==> src/rtl/core/lfu_pkg.sv <==
// Shared constants and types for the LFU cache policy block.
`timescale 1ns / 1ps
package lfu_pkg;
	localparam int CAPACITY = 16;
	localparam int IDX_W = (CAPACITY > 1) ? $clog2(CAPACITY) : 1;
	localparam int OCC_W = $clog2(CAPACITY + 1);
	localparam int CAP_W = 5;
	localparam int CMP_W = (OCC_W > CAP_W) ? OCC_W : CAP_W;
	localparam int DATA_W = 32;
	localparam int CNT_W = 32;
	localparam logic [CAP_W-1:0] CAP_RESET = CAP_W'(16);

	localparam logic OP_GET = 1'b0;
	localparam logic OP_PUT = 1'b1;

	// Commands from the controller to the datapath.
	typedef struct packed {
		logic             load;    // latch request, clear scan accumulators
		logic             scan;    // examine entry idx
		logic [IDX_W-1:0] idx;
		logic             commit;  // apply update, load result register
	} lfu_cmd_t;
endpackage

==> src/rtl/core/lfu_ctrl.sv <==
// Controller: request sequencing, scan counter and result handshake.
`timescale 1ns / 1ps
module lfu_ctrl (
	input  logic              clk,
	input  logic              arst_n,
	input  logic              in_valid,
	output logic              in_ready,
	output logic              out_valid,
	input  logic              out_ready,
	output lfu_pkg::lfu_cmd_t cmd
);
	typedef enum logic [2:0] {
		ST_IDLE = 3'b001,
		ST_SCAN = 3'b010,
		ST_EXEC = 3'b100
	} state_t;

	state_t state_q;
	logic [lfu_pkg::IDX_W-1:0] idx_q;
	logic out_valid_q;
	logic commit;
	logic last;

	assign last = (idx_q == lfu_pkg::IDX_W'(lfu_pkg::CAPACITY - 1));
	assign in_ready = (state_q == ST_IDLE);
	assign commit = (state_q == ST_EXEC) && (!out_valid_q || out_ready);
	assign out_valid = out_valid_q;

	assign cmd.load = in_valid && in_ready;
	assign cmd.scan = (state_q == ST_SCAN);
	assign cmd.idx = idx_q;
	assign cmd.commit = commit;

	always_ff @(posedge clk or negedge arst_n) begin
		if (!arst_n) begin
			state_q <= ST_IDLE;
			idx_q <= '0;
			out_valid_q <= 1'b0;
		end else begin
			if (commit) begin
				out_valid_q <= 1'b1;
			end else if (out_ready) begin
				out_valid_q <= 1'b0;
			end
			unique case (state_q)
				ST_IDLE: begin
					idx_q <= '0;
					if (in_valid) state_q <= ST_SCAN;
				end
				ST_SCAN: begin
					idx_q <= idx_q + 1'b1;
					if (last) state_q <= ST_EXEC;
				end
				ST_EXEC: begin
					if (commit) state_q <= ST_IDLE;
				end
				default: state_q <= ST_IDLE;
			endcase
		end
	end
endmodule

==> src/rtl/core/lfu_dp.sv <==
// Datapath: entry storage, scan accumulators, update and result registers.
`timescale 1ns / 1ps
module lfu_dp (
	input  logic                              clk,
	input  logic                              arst_n,
	input  lfu_pkg::lfu_cmd_t                 cmd,
	input  logic                              cfg_we,
	input  logic [lfu_pkg::CAP_W-1:0]         cfg_wdata,
	input  logic                              opcode,
	input  logic signed [lfu_pkg::DATA_W-1:0] key,
	input  logic signed [lfu_pkg::DATA_W-1:0] value,
	output logic                              hit,
	output logic signed [lfu_pkg::DATA_W-1:0] read_value,
	output logic                              evicted,
	output logic signed [lfu_pkg::DATA_W-1:0] evicted_key
);
	localparam int N = lfu_pkg::CAPACITY;
	localparam int IW = lfu_pkg::IDX_W;
	localparam int DW = lfu_pkg::DATA_W;
	localparam int CW = lfu_pkg::CNT_W;

	logic [lfu_pkg::CAP_W-1:0] cap_q;
	logic [N-1:0] valid_q;
	logic [DW-1:0] key_mem [N];
	logic [DW-1:0] val_mem [N];
	logic [CW-1:0] cnt_mem [N];
	logic [IW-1:0] rank_q [N];

	// latched request
	logic op_q;
	logic [DW-1:0] key_q, val_q;

	// scan accumulators
	logic [lfu_pkg::OCC_W-1:0] used_q;
	logic m_found_q, v_found_q, f_found_q;
	logic [IW-1:0] m_idx_q, v_idx_q, f_idx_q, m_rank_q, v_rank_q;
	logic [DW-1:0] m_val_q, v_key_q;
	logic [CW-1:0] m_cnt_q, v_cnt_q;

	logic [lfu_pkg::CMP_W-1:0] cap_eff, used_x;
	logic do_raise, do_insert, do_evict;
	logic [IW-1:0] slot;
	logic s_valid;
	logic [CW-1:0] s_cnt;
	logic [IW-1:0] s_rank;
	logic better;

	always_comb begin
		if (cap_q > lfu_pkg::CAP_W'(N)) cap_eff = lfu_pkg::CMP_W'(N);
		else cap_eff = lfu_pkg::CMP_W'(cap_q);
	end
	assign used_x = lfu_pkg::CMP_W'(used_q);
	assign do_raise = m_found_q && (op_q == lfu_pkg::OP_GET || cap_eff != '0);
	assign do_insert = (op_q == lfu_pkg::OP_PUT) && (cap_eff != '0) && !m_found_q;
	assign do_evict = do_insert && (used_x >= cap_eff);
	assign slot = do_evict ? v_idx_q : f_idx_q;

	assign s_valid = valid_q[cmd.idx];
	assign s_cnt = cnt_mem[cmd.idx];
	assign s_rank = rank_q[cmd.idx];
	assign better = !v_found_q || (s_cnt < v_cnt_q) ||
		((s_cnt == v_cnt_q) && (s_rank > v_rank_q));

	always_ff @(posedge clk or negedge arst_n) begin
		if (!arst_n) begin
			cap_q <= lfu_pkg::CAP_RESET;
			valid_q <= '0;
		end else begin
			if (cfg_we) cap_q <= cfg_wdata;
			if (cmd.commit && do_insert) valid_q[slot] <= 1'b1;
		end
	end

	// scan and request registers
	always_ff @(posedge clk) begin
		if (cmd.load) begin
			op_q <= opcode;
			key_q <= key;
			val_q <= value;
			used_q <= '0;
			m_found_q <= 1'b0;
			v_found_q <= 1'b0;
			f_found_q <= 1'b0;
			f_idx_q <= '0;
		end else if (cmd.scan) begin
			if (s_valid) begin
				used_q <= used_q + 1'b1;
				if (!m_found_q && key_mem[cmd.idx] == key_q) begin
					m_found_q <= 1'b1;
					m_idx_q <= cmd.idx;
					m_val_q <= val_mem[cmd.idx];
					m_cnt_q <= s_cnt;
					m_rank_q <= s_rank;
				end
				if (better) begin
					v_found_q <= 1'b1;
					v_idx_q <= cmd.idx;
					v_key_q <= key_mem[cmd.idx];
					v_cnt_q <= s_cnt;
					v_rank_q <= s_rank;
				end
			end else if (!f_found_q) begin
				f_found_q <= 1'b1;
				f_idx_q <= cmd.idx;
			end
		end
	end

	// entry update and result register
	always_ff @(posedge clk) begin
		if (cmd.commit) begin
			hit <= m_found_q;
			if (op_q == lfu_pkg::OP_GET)
				read_value <= m_found_q ? m_val_q : '1;
			else
				read_value <= '0;
			evicted <= do_evict;
			evicted_key <= do_evict ? v_key_q : '0;

			if (do_raise) begin
				if (m_cnt_q != '1) cnt_mem[m_idx_q] <= m_cnt_q + 1'b1;
				if (op_q == lfu_pkg::OP_PUT) val_mem[m_idx_q] <= val_q;
			end
			if (do_insert) begin
				key_mem[slot] <= key_q;
				val_mem[slot] <= val_q;
				cnt_mem[slot] <= CW'(1);
			end
			for (int i = 0; i < N; i++) begin
				if (do_raise) begin
					if (IW'(i) == m_idx_q) rank_q[i] <= '0;
					else if (valid_q[i] && rank_q[i] < m_rank_q)
						rank_q[i] <= rank_q[i] + 1'b1;
				end else if (do_insert) begin
					if (IW'(i) == slot) rank_q[i] <= '0;
					else if (valid_q[i]) begin
						if (do_evict && rank_q[i] > v_rank_q) rank_q[i] <= rank_q[i];
						else rank_q[i] <= rank_q[i] + 1'b1;
					end
				end
			end
		end
	end
endmodule

==> src/rtl/core/lfu_cache_policy.sv <==
// Top level of the LFU cache policy block with LRU tie-break.
`timescale 1ns / 1ps
//
//  channel   signals                                    direction
//  request   in_valid/in_ready, opcode, key, value      in
//  response  out_valid/out_ready, hit, read_value,
//            evicted, evicted_key                       out
//  config    cfg_we, cfg_wdata (capacity_in_use)        in
//
// Each request transaction accepts the request, scans the 16 entries (one
// entry per cycle through the single storage read port), then commits the
// update and loads the response register.
// Reset clears the valid marks and sets capacity to 16; entry data is not reset.
// A finished response waits in the response register; the commit cycle stalls
// only while an earlier response is still untaken.
module lfu_cache_policy (
	input  logic                              clk,
	input  logic                              arst_n,
	input  logic                              in_valid,
	output logic                              in_ready,
	input  logic                              opcode,
	input  logic signed [lfu_pkg::DATA_W-1:0] key,
	input  logic signed [lfu_pkg::DATA_W-1:0] value,
	output logic                              out_valid,
	input  logic                              out_ready,
	output logic                              hit,
	output logic signed [lfu_pkg::DATA_W-1:0] read_value,
	output logic                              evicted,
	output logic signed [lfu_pkg::DATA_W-1:0] evicted_key,
	input  logic                              cfg_we,
	input  logic [lfu_pkg::CAP_W-1:0]         cfg_wdata
);
	lfu_pkg::lfu_cmd_t cmd;

	// sequencing: idle -> scan 16 entries -> commit
	lfu_ctrl u_ctrl (
		.clk       (clk),
		.arst_n    (arst_n),
		.in_valid  (in_valid),
		.in_ready  (in_ready),
		.out_valid (out_valid),
		.out_ready (out_ready),
		.cmd       (cmd)
	);

	// storage, match/victim search and response register
	lfu_dp u_dp (
		.clk         (clk),
		.arst_n      (arst_n),
		.cmd         (cmd),
		.cfg_we      (cfg_we),
		.cfg_wdata   (cfg_wdata),
		.opcode      (opcode),
		.key         (key),
		.value       (value),
		.hit         (hit),
		.read_value  (read_value),
		.evicted     (evicted),
		.evicted_key (evicted_key)
	);

	// one transaction in flight at a time
	a_one_in_flight: assert property (@(posedge clk) disable iff (!arst_n)
		in_valid && in_ready |=> !in_ready)
		else $error("request accepted while another is in flight");

	// an eviction only happens on a put of an absent key
	a_evict_no_hit: assert property (@(posedge clk) disable iff (!arst_n)
		out_valid && evicted |-> !hit && read_value == '0)
		else $error("eviction reported with hit or nonzero read value");

	// a commit never overwrites a response that has not been taken
	a_no_overwrite: assert property (@(posedge clk) disable iff (!arst_n)
		cmd.commit |-> !out_valid || out_ready)
		else $error("response overwritten before transfer");
endmodule
==> config.mk <==
export PLATFORM = sky130hd
export DESIGN_NAME = lfu_cache_policy
export DESIGN_NICKNAME = d
export VERILOG_FILES = /design/src/rtl/core/lfu_pkg.sv /design/src/rtl/core/lfu_ctrl.sv /design/src/rtl/core/lfu_dp.sv /design/src/rtl/core/lfu_cache_policy.sv
export SDC_FILE = /design/constraint.sdc
export NUM_CORES = 2
export LEC_CHECK = 0
export ABC_CLOCK_PERIOD_IN_PS = 14900
export BUFFER_PORTS_ARGS = -buffer_cell sky130_fd_sc_hd__buf_2
export CAP_MARGIN = 25
export CORE_ASPECT_RATIO = 0.75
export CORE_MARGIN = 3
export CORE_UTILIZATION = 35
export DETAILED_ROUTE_END_ITERATION = 16
export PLACE_DENSITY = 0.46
export SLEW_MARGIN = 20
export SYNTH_ARGS = -nofsm -noshare
export SYNTH_HDL_FRONTEND = slang
export SYNTH_HIERARCHICAL = 1
export SYNTH_SLANG_ARGS = --single-unit
==> constraint.sdc <==
create_clock -name clk -period 14.9 [get_ports clk]
set_input_delay 4.47 -clock clk [delete_from_list [all_inputs] [get_ports clk]]
set_output_delay 4.47 -clock clk [all_outputs]
set_load 0.01 [all_outputs]
# [Word-level counts from Yosys, hierarchy flattened]
# Memories as Yosys holds them, arrays and structs flattened. A register that Yosys moved wholly into a read port is not among the register bits.
# Index checks and enable logic that the tools add are counted.
[word_totals] output_inout_bits=68 ramBits=1600 register_bits=284 n_memories=4
[classes] reduce_logical=64 addsub=19 bitwise=69 n_lt_le_gt_ge=39 muxes=543 eq_ne=40
[memory_table] memory="u_dp.cnt_mem" words=16 width=32 read_ports=1 rd_clocked_by_memory_dff=0 wr=1 line="lfu_dp.sv:26" rtl="logic [CW-1:0] cnt_mem [N];"
[memory_table] memory="u_dp.key_mem" words=16 width=32 read_ports=1 rd_clocked_by_memory_dff=0 wr=1 line="lfu_dp.sv:24" rtl="logic [DW-1:0] key_mem [N];"
[memory_table] memory="u_dp.val_mem" words=16 width=32 read_ports=1 rd_clocked_by_memory_dff=1 wr=1 line="lfu_dp.sv:25" rtl="logic [DW-1:0] val_mem [N];"
[memory_table] memory="u_dp.rank_q" words=16 width=4 read_ports=17 rd_clocked_by_memory_dff=0 wr=16 line="lfu_dp.sv:27" rtl="logic [IW-1:0] rank_q [N];"
[ops] operator="1-bit two-way mux" count=465
[ops] operator="4-bit two-way mux" count=67
[ops] operator="32-bit two-way mux" count=3
[ops] operator="4-bit by 1-bit adder with 4-bit output (second input constant)" count=17
[ops] operator="4-bit > comparator" count=17
[ops] operator="32-bit == test" count=2
[ops] operator="4-bit == test (first input constant)" count=16
[ops] operator="4-bit < comparator" count=16
[ops] operator="1-bit bitwise OR" count=64
[ops] operator="32-bit OR reduction" count=2
[ops] operator="1-bit logical AND" count=42
[ops] operator="32-bit by 1-bit adder with 32-bit output (second input constant)" count=1
[ops] operator="3-bit by 4-bit == test with 1-bit output (first input constant)" count=8
[ops] operator="32-bit < comparator" count=1
[ops] operator="32-bit != test (second input constant)" count=1
[ops] operator="2-bit by 4-bit == test with 1-bit output (first input constant)" count=4
[ops] operator="16-bit bitwise OR" count=1
[ops] operator="3-bit AND reduction" count=4
[ops] operator="4-bit by 5-bit < comparator with 1-bit output (second input constant)" count=2
[ops] operator="3-bit two-way mux" count=3
[ops] operator="3-bit case mux with 3 select lines" count=1
[ops] operator="1-bit by 4-bit == test with 1-bit output (first input constant)" count=2
[ops] operator="4-bit logical NOT" count=2
[ops] operator="4-bit case mux with 2 select lines" count=1
[ops] operator="other kinds (20)" count=32

# [Longest topological paths before layout]
[depth] depth_word=16 mapped_depth=19 depth_no_buf=12

# [By module]
# Netlist, hierarchy kept.
[modules_own_cells] mod="lfu_dp" cells_each=3949 instances=1 area_per_inst_um2=77613.2
[modules_own_cells] mod="lfu_ctrl" cells_each=42 instances=1 area_per_inst_um2=440.4

# [Worst setup path after synthesis]
# Ideal clock, no wire load.
[synth_timing] path_kind="input port to flip-flop" startpoint="in in_valid" endpoint="reg u_dp.v_cnt_q[0] (enable)" arrival_ns=11.228 path_slack_ns=3.040 n_path_buf=0 cell_stages=2 path_cell_list="and2_1 > a311oi_1"
[synth_between] elab_chain_cells=3
[synth_lines] item="start, declared" line="lfu_cache_policy.sv:19" rtl="input logic in_valid,"
[synth_lines] item="1-bit logical AND" line="lfu_ctrl.sv:29" rtl="assign cmd.load = in_valid && in_ready;"
[synth_lines] item="1-bit inverter (no line)"
[synth_lines] item="4-bit AND reduction (no line)"
[synth_lines] item="end signal, assigned" line="lfu_dp.sv:99" rtl="v_cnt_q <= s_cnt;"
[synth_lines] item="end, declared" line="lfu_dp.sv:38" rtl="logic [CW-1:0] m_cnt_q, v_cnt_q;"
# Every way passes these cells.
# A chain may end at the register's enable or synchronous reset.

==> results_dict.tcl <==
set metrics [dict create \
    p_leak_nw 26.0 \
    crit_required_ns 15.36 \
    syn-instance-count 3991 \
    ys_warn_count 6 \
    worstSetupPathType "input port to flop" \
    cts-hold-fix-buffers 0 \
    grt_start_max_net_pins 109 \
    nets 4531 \
    antenna_found_initial 10 \
    ir_worst_vdd_uv 99.3 \
    place.gp.congestion 0.784 \
    synth_top_cell_by_area "edfxtp_1" \
    min_period_ns 8.12 \
    fin_ws_ns 6.78 \
    clock.fmax_ghz 0.123 \
    synth_nets 4238 \
    final_util_pct 40.5 \
    yosysUniqueCellTypes 78 \
    layout-drive-gt1-share_pct 24.2 \
    drt-total-wl_um 202000 \
    ys.flop_type "edfxtp_1" \
    clockBufferDepth 4 \
    overflow 0 \
    worstPathArrival_ns 8.58 \
    endpoint_kind "flop" \
    yosysTopAreaCellShare_pct 72.1 \
    post-place-ws_ns 5.31 \
    drc 0 \
    hold_path_class "flop to flop" \
    antenna_left 0 \
    hold_slack_ns 0.449 \
    cts-buffers-inserted 201 \
    slew_headroom_pct 29.8 \
    dpl_cell_area_mm2 0.0829 \
    r2r_slack_ns 7.88 \
    dp_hpwl_um 120000 \
    path_max_fanout 40 \
    setup_viol 0 \
    core_area_mm2 0.221 \
    h-tree-depth 4 \
    die_h_um 415 \
    first_pass_iters 5 \
    drt_iter0_markers 3565 \
    place_inst 7017 \
    cts_tree "done" \
    grt_pass1_wl_um 292000 \
    post_cts_resize_count 0 \
    stdcell_area_mm2 0.0894 \
    power.total_mw 12.9 \
    cap_violations 0 \
    syn_to_final_growth_pct 14.6 \
    chipWidth_um 551 \
    mostFrequentLayoutCells "edfxtp_1, mux4_2, clkbuf_16" \
    finalHoldViolations 0 \
    port_buffers 142 \
    viasPerCell 5.25 \
    maxSlewViolCount 0 \
    postSynth.asyncResetShare_pct 1.51 \
    dieArea_mm2 0.229 \
    synth.ff_latch_count 1916 \
    n_fill_cell 19700 \
    clk_pin_slew_ns 0.06 \
    start_util_pct 35.4 \
    clock_latency_ns 0.85 \
    pin_count 143 \
    worstReg2RegStart "u_ctrl/idx_q[0]$_DFFE_PN0N_" \
    wl_per_cell_um 27.3 \
    status "finished clean" \
    synth_edf_count 1875 \
    stdcell_count 7393 \
    min-delay-start "u_dp/f_found_q$_SDFFE_PP0P_" \
    cts_setup_buffers 0 \
    grt_util_all_layers_pct 17.5 \
    rsz0062_at_grt "no" \
    worstMarginPinSlew_ns 1.05 \
    rows 149 \
    post-route-period-util_pct 54.5 \
    startpoint_type "input port" \
    layout_commonest_cell "edfxtp_1" \
    worst_clock_skew_ns 0.0917 \
    tns_ns 0 \
    seq_area_frac_synth_pct 73.4 \
    clock_tree.root_cell "clkbuf_16" \
    cts_sinks 1916 \
    syn_area_per_cell_um2 19.6 \
    worstSetupStartpoint "out_ready" \
    powerDensity_mw_per_mm2 145 \
    synth_area_mm2 0.0781 \
    synthTopCellsByArea "edfxtp_1, mux4_2, ha_1" \
    grt_pass1_vias 39600 \
    num_vias 38800 \
]
[worst paths after layout]
kind,to,cells after the start
setup / recovery,u_dp/key_mem[8][3]$_DFFE_PP_,11
hold / removal,u_dp/f_found_q$_SDFFE_PP0P_,2
setup reg to reg,u_dp/v_cnt_q[26]$_DFFE_PP_,14
hold reg to reg,u_dp/f_found_q$_SDFFE_PP0P_,2
max in group asynchronous,u_ctrl/idx_q[0]$_DFFE_PN0N_,2
min in group asynchronous,u_ctrl/out_valid$_DFFE_PN0P_,1
[logic make-up after synthesis]
kind of cell               after synthesis  synth area share (%)
AOI/OAI and AO/OA                      396                  3.37
buffers and inverters                  281                  1.61
xor gates and xnor gates               101                  1.14
adders and majority gates              172                  2.76
DFF                                   1916                  73.4
muxes                                  567                  14.2
and+or+nand+nor                        558                  3.59
[synth_stat cells, types with 45 or more instances]
master,count
edfxtp_1,1875
mux4_2,422
ha_1,172
nor2_1,168
mux2i_1,131
inv_1,104
a21oi_1,103
nand2_1,98
clkbuf_1,72
o21ai_0,70
buf_2,55
xnor2_1,53
a22oi_1,50
and3_1,50
xor2_1,47
nand3_1,45
[area by class of cell]
cell class,instances,area (um2),area share (%)
clock inverter,116,1090,1.22
antenna,5,12.5,0.0140
sequential,1916,57300,64.1
multi-input combinational,1794,19900,22.3
timing repair buffer,265,1710,1.91
clock buffer,247,5310,5.93
tap,2944,3680,4.12
inverter,106,403,0.450
[report_power, final]
| part | internal, mW | leakage, nW | switching, mW |
|---|---|---|---|
| clock network | 2.87 | 3.13 | 2.07 |
| logic | 0.714 | 7.35 | 0.976 |
| registers | 6.11 | 15.5 | 0.207 |
| total | 9.70 | 26.0 | 3.25 |
[sequential cells by signal (all words and copies together) (netlist names), 4 cells and up]
register	cells
u_dp/val_q	32
u_dp/m_val_q	32
u_dp/f_idx_q	4
u_dp/val_mem	512
u_dp/valid_q	16
u_dp/key_mem	512
u_dp/cnt_mem	512
u_dp/evicted_key	32
u_dp/m_idx_q	4
u_dp/m_rank_q	4
u_dp/m_cnt_q	32
u_dp/used_q	5
u_dp/read_value	32
u_dp/v_cnt_q	32
u_dp/v_rank_q	4
u_dp/rank_q	64
u_dp/v_key_q	32
u_dp/key_q	32
u_ctrl/idx_q	4
u_dp/v_idx_q	4
u_dp/cap_q	5
[worst max-delay path: stages]
cell and delay, ns:
buf_2 0.08, nor2b_1 0.09, nor2_4 0.11, buf_4 0.50
nand3_1 0.52, nor2_4 0.79, buf_4 0.60, o21ai_1 0.35
buf_4 0.27, nor2_4 0.07, buf_4 0.55
[routing by layer]
metal,global-route usage (%),vias up,part of all wire (%)
li1,-,16900,-
met1,27.3,20600,49
met3,3.48,244,5.7
met2,25.5,995,44
met5,0,-,0.0064
met4,3.46,2,1.7
Power figures use the tool's default switching activity.
